### src/rtl/arpc_pkg.sv
// shared types, codes and constants of the arp cache
package arpc_pkg;

  localparam int TABLE_ENTRIES = 16;
  localparam int IDX_W = (TABLE_ENTRIES > 1) ? $clog2(TABLE_ENTRIES) : 1;
  localparam int CNT_W = $clog2(TABLE_ENTRIES + 1);

  localparam logic [15:0] MIN_ARP_LEN = 16'd28;
  localparam logic [15:0] HW_ETHERNET = 16'h0001;
  localparam logic [15:0] PROTO_IPV4  = 16'h0800;
  localparam logic [15:0] OP_REQUEST  = 16'h0001;
  localparam logic [31:0] IP_BCAST    = 32'hFFFF_FFFF;
  localparam logic [47:0] MAC_BCAST   = 48'hFFFF_FFFF_FFFF;
  localparam logic [4:0]  COUNT_MAX   = 5'd31;

  // item kinds carried on s_axis_tuser
  localparam logic ACT_RX      = 1'b0;
  localparam logic ACT_RESOLVE = 1'b1;

  typedef logic [IDX_W-1:0] idx_t;
  typedef logic [CNT_W-1:0] cnt_t;

  typedef enum logic [2:0] {
    ST_DROPPED = 3'd0,
    ST_LEARNED = 3'd1,
    ST_REPLY   = 3'd2,
    ST_HIT     = 3'd3,
    ST_BCAST   = 3'd4,
    ST_MISS    = 3'd5
  } status_e;

  typedef enum logic [1:0] {
    CFG_OWN_IP   = 2'd0,
    CFG_OWN_MAC  = 2'd1,
    CFG_NET_MASK = 2'd2,
    CFG_GATEWAY  = 2'd3
  } cfg_reg_e;

  // search token handed from cell to cell
  typedef struct packed {
    logic        vld;
    logic [31:0] key;
    logic        hit;
    idx_t        hit_idx;
    logic [47:0] hit_mac;
    logic        free;
    idx_t        free_idx;
    cnt_t        cnt;
  } sweep_t;

  // table write broadcast to all cells
  typedef struct packed {
    logic        en;
    idx_t        idx;
    logic        set_vld;
    logic [31:0] ip;
    logic [47:0] mac;
  } wr_t;

endpackage

### src/rtl/arp_cache_learn_resolve.sv
// arp cache top level: item control, row of table cells, result register
//
//  channel  | direction | tdata (low bit up)                       | tuser
//  s_axis   | in        | pkt_len hw_type proto_type opcode        | action
//           |           | sender_ip sender_mac dst_ip              |
//  m_axis   | out       | mac_out ip_out valid_count (zero pad)    | status
//  cfg      | in        | cfg_we_i, cfg_idx_i, cfg_data_i          | -
//
// one item at a time: the search token walks the cell row one cell per cycle.
// the table is learned at the end of the walk, one write to one cell.
// a new item is taken while the last result still waits on m_axis.
// reset clears all valid bits at once; no clearing pass.
module arp_cache_learn_resolve import arpc_pkg::*; (
  input  logic         clk_i,
  input  logic         rst_ni,
  // pkt_len, hw_type, proto_type, opcode, sender_ip, sender_mac, dst_ip
  input  logic [175:0] s_axis_tdata,
  input  logic         s_axis_tuser,  // action
  input  logic         s_axis_tvalid,
  output logic         s_axis_tready,
  // mac_out, ip_out, valid_count, zero pad
  output logic [87:0]  m_axis_tdata,
  output logic [2:0]   m_axis_tuser,  // status
  output logic         m_axis_tvalid,
  input  logic         m_axis_tready,
  input  logic         cfg_we_i,
  input  logic [1:0]   cfg_idx_i,
  input  logic [47:0]  cfg_data_i
);

  typedef enum logic [1:0] {
    S_IDLE,
    S_SWEEP,
    S_FINISH
  } state_e;

  state_e      state_q;
  logic [31:0] own_ip_q, net_mask_q, gateway_q;

  logic        start_q;
  logic        action_q, ok_q, reply_q, bcast_q;
  logic [31:0] key_q;
  logic [47:0] smac_q;

  logic [15:0] in_pkt_len, in_hw_type, in_proto, in_opcode;
  logic [31:0] in_sender_ip, in_dst_ip, in_hop;
  logic [47:0] in_sender_mac;
  logic        accept;

  sweep_t      tok [TABLE_ENTRIES+1];
  logic [TABLE_ENTRIES-1:0] vld_vec;
  wr_t         wr;

  status_e     res_status_d, res_status_q;
  logic [47:0] res_mac_d, res_mac_q;
  logic [31:0] res_ip_d, res_ip_q;
  logic [4:0]  res_cnt_d, res_cnt_q;
  cnt_t        cnt_new;
  logic        learn;

  logic        out_vld_q;
  status_e     out_status_q;
  logic [47:0] out_mac_q;
  logic [31:0] out_ip_q;
  logic [4:0]  out_cnt_q;
  logic        out_load;

  assign in_pkt_len    = s_axis_tdata[15:0];
  assign in_hw_type    = s_axis_tdata[31:16];
  assign in_proto      = s_axis_tdata[47:32];
  assign in_opcode     = s_axis_tdata[63:48];
  assign in_sender_ip  = s_axis_tdata[95:64];
  assign in_sender_mac = s_axis_tdata[143:96];
  assign in_dst_ip     = s_axis_tdata[175:144];

  assign s_axis_tready = (state_q == S_IDLE);
  assign accept        = s_axis_tvalid && s_axis_tready;

  // next hop: gateway when off-subnet and a gateway is set
  assign in_hop = (((own_ip_q & net_mask_q) != (in_dst_ip & net_mask_q)) &&
                   (gateway_q != 32'd0)) ? gateway_q : in_dst_ip;

  always_ff @(posedge clk_i or negedge rst_ni) begin
    if (!rst_ni) begin
      own_ip_q   <= '0;
      net_mask_q <= '0;
      gateway_q  <= '0;
    end else if (cfg_we_i) begin
      case (cfg_reg_e'(cfg_idx_i))
        CFG_OWN_IP:   own_ip_q   <= cfg_data_i[31:0];
        CFG_NET_MASK: net_mask_q <= cfg_data_i[31:0];
        CFG_GATEWAY:  gateway_q  <= cfg_data_i[31:0];
        default: ;
      endcase
    end
  end

  always_ff @(posedge clk_i) begin
    if (accept) begin
      action_q <= s_axis_tuser;
      ok_q     <= (in_pkt_len >= MIN_ARP_LEN) && (in_hw_type == HW_ETHERNET) &&
                  (in_proto == PROTO_IPV4);
      reply_q  <= (in_opcode == OP_REQUEST) && (in_dst_ip == own_ip_q);
      bcast_q  <= (in_dst_ip == IP_BCAST);
      key_q    <= (s_axis_tuser == ACT_RESOLVE) ? in_hop : in_sender_ip;
      smac_q   <= in_sender_mac;
    end
  end

  // token entering the first cell
  always_comb begin
    tok[0]     = '0;
    tok[0].vld = start_q;
    tok[0].key = key_q;
  end

  for (genvar i = 0; i < TABLE_ENTRIES; i++) begin : g_cell
    arpc_cell u_cell (
      .clk_i  (clk_i),
      .rst_ni (rst_ni),
      .idx_i  (idx_t'(i)),
      .tok_i  (tok[i]),
      .tok_o  (tok[i+1]),
      .wr_i   (wr),
      .valid_o(vld_vec[i])
    );
  end

  // learn when the token of a well-formed rx item leaves the last cell
  assign learn = tok[TABLE_ENTRIES].vld && (action_q == ACT_RX) && ok_q;

  always_comb begin
    wr     = '0;
    wr.en  = learn;
    wr.ip  = key_q;
    wr.mac = smac_q;
    if (tok[TABLE_ENTRIES].hit) begin
      wr.idx = tok[TABLE_ENTRIES].hit_idx;
    end else if (tok[TABLE_ENTRIES].free) begin
      wr.idx     = tok[TABLE_ENTRIES].free_idx;
      wr.set_vld = learn;
    end else begin
      wr.idx = '0;
    end
  end

  assign cnt_new   = tok[TABLE_ENTRIES].cnt + cnt_t'(wr.set_vld);
  assign res_cnt_d = (32'(cnt_new) > 32'(COUNT_MAX)) ? COUNT_MAX : 5'(cnt_new);

  always_comb begin
    res_status_d = ST_DROPPED;
    res_mac_d    = '0;
    res_ip_d     = '0;
    if (action_q == ACT_RX) begin
      if (ok_q) begin
        if (reply_q) begin
          res_status_d = ST_REPLY;
          res_mac_d    = smac_q;
          res_ip_d     = key_q;
        end else begin
          res_status_d = ST_LEARNED;
        end
      end
    end else if (bcast_q) begin
      res_status_d = ST_BCAST;
      res_mac_d    = MAC_BCAST;
      res_ip_d     = IP_BCAST;
    end else if (tok[TABLE_ENTRIES].hit) begin
      res_status_d = ST_HIT;
      res_mac_d    = tok[TABLE_ENTRIES].hit_mac;
      res_ip_d     = key_q;
    end else begin
      res_status_d = ST_MISS;
      res_ip_d     = key_q;
    end
  end

  assign out_load = (state_q == S_FINISH) && (!out_vld_q || m_axis_tready);

  always_ff @(posedge clk_i or negedge rst_ni) begin
    if (!rst_ni) begin
      state_q   <= S_IDLE;
      start_q   <= 1'b0;
      out_vld_q <= 1'b0;
    end else begin
      start_q <= accept;
      case (state_q)
        S_IDLE: begin
          if (accept) state_q <= S_SWEEP;
        end
        S_SWEEP: begin
          if (tok[TABLE_ENTRIES].vld) state_q <= S_FINISH;
        end
        S_FINISH: begin
          if (out_load) state_q <= S_IDLE;
        end
        default: state_q <= S_IDLE;
      endcase
      if (out_load) begin
        out_vld_q <= 1'b1;
      end else if (m_axis_tready) begin
        out_vld_q <= 1'b0;
      end
    end
  end

  always_ff @(posedge clk_i) begin
    if (tok[TABLE_ENTRIES].vld) begin
      res_status_q <= res_status_d;
      res_mac_q    <= res_mac_d;
      res_ip_q     <= res_ip_d;
      res_cnt_q    <= res_cnt_d;
    end
    if (out_load) begin
      out_status_q <= res_status_q;
      out_mac_q    <= res_mac_q;
      out_ip_q     <= res_ip_q;
      out_cnt_q    <= res_cnt_q;
    end
  end

  assign m_axis_tvalid = out_vld_q;
  assign m_axis_tuser  = out_status_q;
  assign m_axis_tdata  = {3'b000, out_cnt_q, out_ip_q, out_mac_q};

  // the token only leaves the row while an item is being searched
  a_tok_in_sweep: assert property (@(posedge clk_i) disable iff (!rst_ni)
    tok[TABLE_ENTRIES].vld |-> state_q == S_SWEEP)
    else $error("search token left the cell row outside a sweep");

  // table writes happen only at the end of a sweep
  a_wr_in_sweep: assert property (@(posedge clk_i) disable iff (!rst_ni)
    wr.en |-> (state_q == S_SWEEP) && tok[TABLE_ENTRIES].vld)
    else $error("table write outside the end of a sweep");

  // filling a free entry adds exactly one valid bit
  a_fill_counts: assert property (@(posedge clk_i) disable iff (!rst_ni)
    (wr.en && wr.set_vld) |=>
      $countones(vld_vec) == $countones($past(vld_vec)) + 1)
    else $error("free entry fill did not add one valid entry");

endmodule

### src/rtl/arpc_cell.sv
// one table entry: holds valid, ip and mac, and forwards the search token
module arpc_cell import arpc_pkg::*; (
  input  logic   clk_i,
  input  logic   rst_ni,
  input  idx_t   idx_i,
  input  sweep_t tok_i,
  output sweep_t tok_o,
  input  wr_t    wr_i,
  output logic   valid_o
);

  logic        valid_q;
  logic [31:0] ip_q;
  logic [47:0] mac_q;
  logic        tok_vld_q;
  sweep_t      tok_d, tok_q;
  logic        match;
  logic        wr_sel;

  assign match  = valid_q && (ip_q == tok_i.key);
  assign wr_sel = wr_i.en && (wr_i.idx == idx_i);

  always_comb begin
    tok_d = tok_i;
    if (!tok_i.hit && match) begin
      tok_d.hit     = 1'b1;
      tok_d.hit_idx = idx_i;
      tok_d.hit_mac = mac_q;
    end
    if (!tok_i.free && !valid_q) begin
      tok_d.free     = 1'b1;
      tok_d.free_idx = idx_i;
    end
    tok_d.cnt = tok_i.cnt + cnt_t'(valid_q);
  end

  always_ff @(posedge clk_i or negedge rst_ni) begin
    if (!rst_ni) begin
      valid_q   <= 1'b0;
      tok_vld_q <= 1'b0;
    end else begin
      tok_vld_q <= tok_i.vld;
      if (wr_sel && wr_i.set_vld) begin
        valid_q <= 1'b1;
      end
    end
  end

  always_ff @(posedge clk_i) begin
    tok_q <= tok_d;
    if (wr_sel) begin
      ip_q  <= wr_i.ip;
      mac_q <= wr_i.mac;
    end
  end

  always_comb begin
    tok_o     = tok_q;
    tok_o.vld = tok_vld_q;
  end

  assign valid_o = valid_q;

endmodule
### config.mk
export PLATFORM = sky130hd
export DESIGN_NAME = arp_cache_learn_resolve
export DESIGN_NICKNAME = d
export VERILOG_FILES = /design/src/rtl/arpc_pkg.sv /design/src/rtl/arp_cache_learn_resolve.sv /design/src/rtl/arpc_cell.sv
export SDC_FILE = /design/constraint.sdc
export NUM_CORES = 2
export LEC_CHECK = 0
export ABC_AREA = 1
export ABC_CLOCK_PERIOD_IN_PS = 8300
export BUFFER_PORTS_ARGS = -buffer_cell sky130_fd_sc_hd__buf_4
export CAP_MARGIN = 20
export CELL_PAD_IN_SITES_DETAIL_PLACEMENT = 1
export CELL_PAD_IN_SITES_GLOBAL_PLACEMENT = 1
export CORE_ASPECT_RATIO = 0.7
export CORE_MARGIN = 2
export CORE_UTILIZATION = 54
export DETAILED_ROUTE_END_ITERATION = 10
export HOLD_SLACK_MARGIN = 0.08
export PLACE_DENSITY_LB_ADDON = 0.15
export SYNTH_ARGS = -nofsm -noshare
export SYNTH_HDL_FRONTEND = slang
export SYNTH_HIERARCHICAL = 1
export SYNTH_SLANG_ARGS = --single-unit
### constraint.sdc
create_clock -name clk_i -period 8.3 [get_ports clk_i]
set_input_delay 0.83 -clock clk_i [delete_from_list [all_inputs] [get_ports clk_i]]
set_output_delay 0.83 -clock clk_i [all_outputs]
set_load 0.01 [all_outputs]
## Word level (Yosys, flattened, before mapping)

Cells that the tools add are included.

| operators by class | value |
|---|---|
| add/subtract/negate cells | 16 |
| $lt $le $gt $ge | 1 |
| equality and inequality tests | 44 |
| mux-type cells | 43 |
| bitwise operators | 3 |
| reduce and logical (&&, ||, !) cells | 142 |

Operator list:

| operator | count |
|---|---|
| 48-bit two-way mux | 20 |
| 32-bit equality test | 17 |
| 32-bit two-way mux | 6 |
| 1-bit logical AND | 86 |
| 5-bit by 1-bit adder with 5-bit output | 15 |
| 32-bit AND | 2 |
| 53-bit two-way mux | 1 |
| 1-bit logical NOT | 46 |
| 16-bit by 1-bit equality test with 1-bit output (second input constant) | 2 |
| 32-bit equality test (second input constant) | 1 |
| 4-bit equality test (second input constant) | 8 |
| 32-bit inequality test | 1 |
| 32-bit nonzero test | 1 |
| 16-bit by 12-bit equality test with 1-bit output (second input constant) | 1 |
| 4-bit by 3-bit equality test with 1-bit output (second input constant) | 4 |
| 16-bit by 5-bit greater-or-equal comparator with 1-bit output (second input constant) | 1 |
| 2-bit two-way mux | 5 |
| 3-bit two-way mux | 3 |
| 4-bit by 2-bit equality test with 1-bit output (second input constant) | 2 |
| 4-bit two-way mux | 2 |
| 2-bit equality test (second input constant) | 3 |
| 2-bit one-hot mux with 3 select lines | 1 |
| 2-bit AND reduction | 3 |
| 5-bit two-way mux | 1 |
| 12 further kinds | 17 |

| word-level totals | value |
|---|---|
| flip-flop bits (word level) | 3156 |
| output and inout bits | 93 |

## Depth between registers and ports, before layout

| depth | value |
|---|---|
| depth after elaboration | 6 |
| mapped depth | 14 |
| gate-level depth less buffers | 13 |

## Cells and area by module

The synthesis kept the hierarchy.

By module, submodules not included:

| module | instances | cells an instance | area each (um^2) | seq. area each (um^2) |
|---|---|---|---|---|
| arpc_cell at g_cell[0].u_cell ... | 14 | 560 | 6109.6 | 4354.2 |
| arp_cache_learn_resolve | 1 | 1393 | 15473.6 | 10309.9 |
| arpc_cell at g_cell[8].u_cell ... | 2 | 585 | 6329.8 | 4354.2 |

## Worst setup path after synthesis

OpenSTA, ideal clock, no wires.

| timing path | value |
|---|---|
| path type | flip-flop to flip-flop |
| from | register g_cell[15].u_cell.tok_vld_q |
| to | register g_cell[8].u_cell.ip_q[0] (enable) |
| setup time | 520 ps |
| arrival time | 5080 ps |
| required time | 7780 ps |
| path slack | 2700 ps |
| cell stages (with the launch flop) | 7 |
| buffers on the path | 1 |
| period minus slack after synthesis | 5600 ps |
| cells stage by stage | dfrtp_1 buf_4 nand3_1 inv_1 and3_1 nand4_1 nor2_1 |

| on the way | value |
|---|---|
| word-level cells in the longest chain between the ends | 3 |

RTL lines:

| item | line | source |
|---|---|---|
| from (decl) | arpc_cell.sv:15 | `logic tok_vld_q;` |
| from (signal assigned) | arpc_cell.sv:42 | `tok_vld_q <= tok_i.vld;` |
| 1-bit logical AND (2 in a row) | arp_cache_learn_resolve.sv:130 | `assign learn = tok[TABLE_ENTRIES].vld && (action_q == ACT_RX) && ok_q;` |
| via learn | arp_cache_learn_resolve.sv:59 | `logic learn;` |
| 1-bit logical AND | arpc_cell.sv:21 | `assign wr_sel = wr_i.en && (wr_i.idx == idx_i);` |
| to (signal assigned) | arpc_cell.sv:52 | `ip_q <= wr_i.ip;` |
| to (decl) | arpc_cell.sv:13 | `logic [31:0] ip_q;` |

The timed path passes the listed nets, and every way through them passes these cells.
A chain may end at the register's enable or synchronous reset.

## Worst setup path in the final report

| timing path | value |
|---|---|
| from | register action_q |
| to | register g_cell[3].u_cell.mac_q[21] (enable) |

| on the way | value |
|---|---|
| word-level cells in the longest chain between the ends | 4 |

RTL lines:

| item | line | source |
|---|---|---|
| from (decl) | arp_cache_learn_resolve.sv:41 | `logic action_q, ok_q, reply_q, bcast_q;` |
| from (signal assigned) | arp_cache_learn_resolve.sv:100 | `action_q <= s_axis_tuser;` |
| 1-bit NOT | -- |  |
| 1-bit logical AND (2 in a row) | arp_cache_learn_resolve.sv:130 |  |
| via learn | arp_cache_learn_resolve.sv:59 |  |
| 1-bit logical AND | arpc_cell.sv:21 |  |
| to (signal assigned) | arpc_cell.sv:53 | `mac_q <= wr_i.mac;` |
| to (decl) | arpc_cell.sv:14 | `logic [47:0] mac_q;` |

The timed path passes the listed nets, and every way through them passes these cells.

==> results.md <==
* Status: completed
* Worst-Skew Late Latency at 850 ps
* Root buffer selected by CTS: clkbuf_16
* Clock Path Buffers at 4
* Crit start category: register
* Relative slew margins at 15.7%
* DIE AREA at 213,000 µm²
* Post-Synthesis Cell Area at 113,000 µm²
* CTS tree: done
* CP Class: register to register
* Power density cells at 279 nW/µm²
* HPWL Detailed at 195,000 µm
* Vias per std cell at 5.19
* Largest net degree at the start of global routing at 87
* Drt wl/cell at 20.8 µm
* Max-cap violations at 0
* Num rows at 140
* Ys Warns at 6
* Overflow after GRT at 0
* Residual DRC at 0
* Antenna-violating nets left at 0
* Share of cells above drive strength 1 at 11.8%
* Max Fanout on Critical Path at 58
* Post-CTS Setup Inserts at 0
* DRT Pass-1 Iters at 6
* Layout Nets at 11.3k
* Hold Path Class: input port to register
* I/O Buffers at 303
* Post-CTS Resized at 0
* Total negative slack at 0 ps
* Place WS at 3870 ps
* Avg Synthesized Cell Area at 10.9 µm²
* Post-route insts no fill at 14.0k
* Post-route cell area at 129,000 µm²
* Fmax achieved at 0.227 GHz
* # placed instances at 13.4k
* Vias in the first global route at 76.6k
* Hold_buf cts at 1
* Final wirelength at 291,000 µm
* Worst-path clk slew at 70 ps
* Initial antenna violation count at 6
* Shortest period the worst path allows at 4400 ps
* Inserted Clock Buffers at 298
* Die X at 551 µm
* First-pass GRT wire length at 445,000 µm
* Ports at 325
* Post-Synthesis Cells at 10.4k
* Sink Count at 3,160
* Instance area at placement at 118,000 µm²
* WP data required at 8760 ps
* Synth-to-layout area growth at 13.9%
* Critical Path AT at 4860 ps
* Leak pwr at 57.0 nW
* Skew final at 42.5 ps
* Initial core utilization at 54.3%
* Initial drt markers at 5,867
* Routability cong. at 0.828
* Core ar. at 208,000 µm²
* Final setup margin at 3900 ps
* Max VDD drop at 0.200 mV
* RSZ-0062 raised after global routing: no
* H-Tree Depth at 5
* Final Slew Violations at 0
* Fin crit share at 53.0%
* CP Capture Type: register
* DR vias at 72.7k
* Slew @ Worst Pin at 1260 ps
* Die Ht at 387 µm
* Final hold violations at 0
* Final Setup Violations at 0
* GRT Total Usage at 26.8%
## area by class of cell
type | instances | area [µm²]
clock inverters | 135 | 1370
diodes | 6 | 15.0
inverters | 1273 | 4780
repair buffers | 412 | 3740
clock buffers | 406 | 8660
flip-flops and latches | 3160 | 79300
multi-input cells | 5847 | 27300
well taps | 2769 | 3460
fillers | 21700 | 79400
## through the flow
step | total power [mW] | util [%] | hold slack, ps
finish | 35.9 | 61.8 | 154
global route | 37.1 | 61.8 | 104
CTS | 36.0 | 61.4 | 98.0
detailed placement | 22.0 | 56.6 | 336
global placement | 21.7 | 56.6 | 331
floorplan | 20.4 | - | 331
## where the power goes
group | internal [mW] | switching (mW) | total, mW | leakage [nW]
clock | 8.14 | 5.88 | 14.0 | 4.92
combinational | 0.977 | 1.97 | 2.94 | 24.0
sequential | 17.9 | 1.01 | 18.9 | 28.1
## cells in the final DEF, fill, tap and decap left out, types with 137 or more instances in the layout
master and instances:
nor2_1 356, buf_4 371, conb_1 244, dfxtp_1 1487, edfxtp_1 1540, inv_1 1149
clkbuf_16 317, xnor2_1 137, o21ai_1 149, nand3_1 942, nand2_1 3222
## worst max-delay path, stage by stage (launching register included)
cell and delay (ps):
edfxtp_1 440, inv_2 750, nand3_1 310, inv_1 670, nand4_1 270, nor2_4 710
buf_4 730
## registers in the layout, summed over array words and instances, names as in the netlist, 2 cells and up
register,cells
g_cell.u_cell/ip_q,512
g_cell.u_cell/mac_q,768
g_cell.u_cell/tok_o,1488
g_cell.u_cell/tok_vld_q,16
g_cell.u_cell/valid_o,16
gateway_q,32
key_q,32
m_axis_tuser,3
net_mask_q,32
out_cnt_q,5
out_ip_q,32
out_mac_q,48
own_ip_q,32
res_cnt_q,5
res_ip_q,32
res_mac_q,48
res_status_q,3
smac_q,48
state_q,2
## path summary, 6_finish.rpt
| path | startpoint | end | slack (ps) | depth (start not counted) |
|---|---|---|---|---|
| hold reg to reg | g_cell[3].u_cell/tok_vld_q | g_cell[4].u_cell/tok_vld_q | 350 | 0 |
| setup / recovery | action_q | g_cell[3].u_cell/mac_q[21] | 3900 | 6 |
| min in group asynchronous | rst_ni | gateway_q[24] | 610 | 2 |
| hold / removal | s_axis_tdata[134] | smac_q[38] | 150 | 1 |
| setup reg to reg | action_q | g_cell[3].u_cell/mac_q[21] | 3900 | 6 |
| max in group asynchronous | rst_ni | g_cell[15].u_cell/tok_vld_q | 6270 | 3 |
## layer usage
layer | GRT usage [%] | share of wire, %
met5 | 0 | 0
met4 | 6.93 | 2.2
met3 | 3.08 | 5.1
met2 | 41.9 | 45
met1 | 40.1 | 47
(Power assumes the default switching activity.)
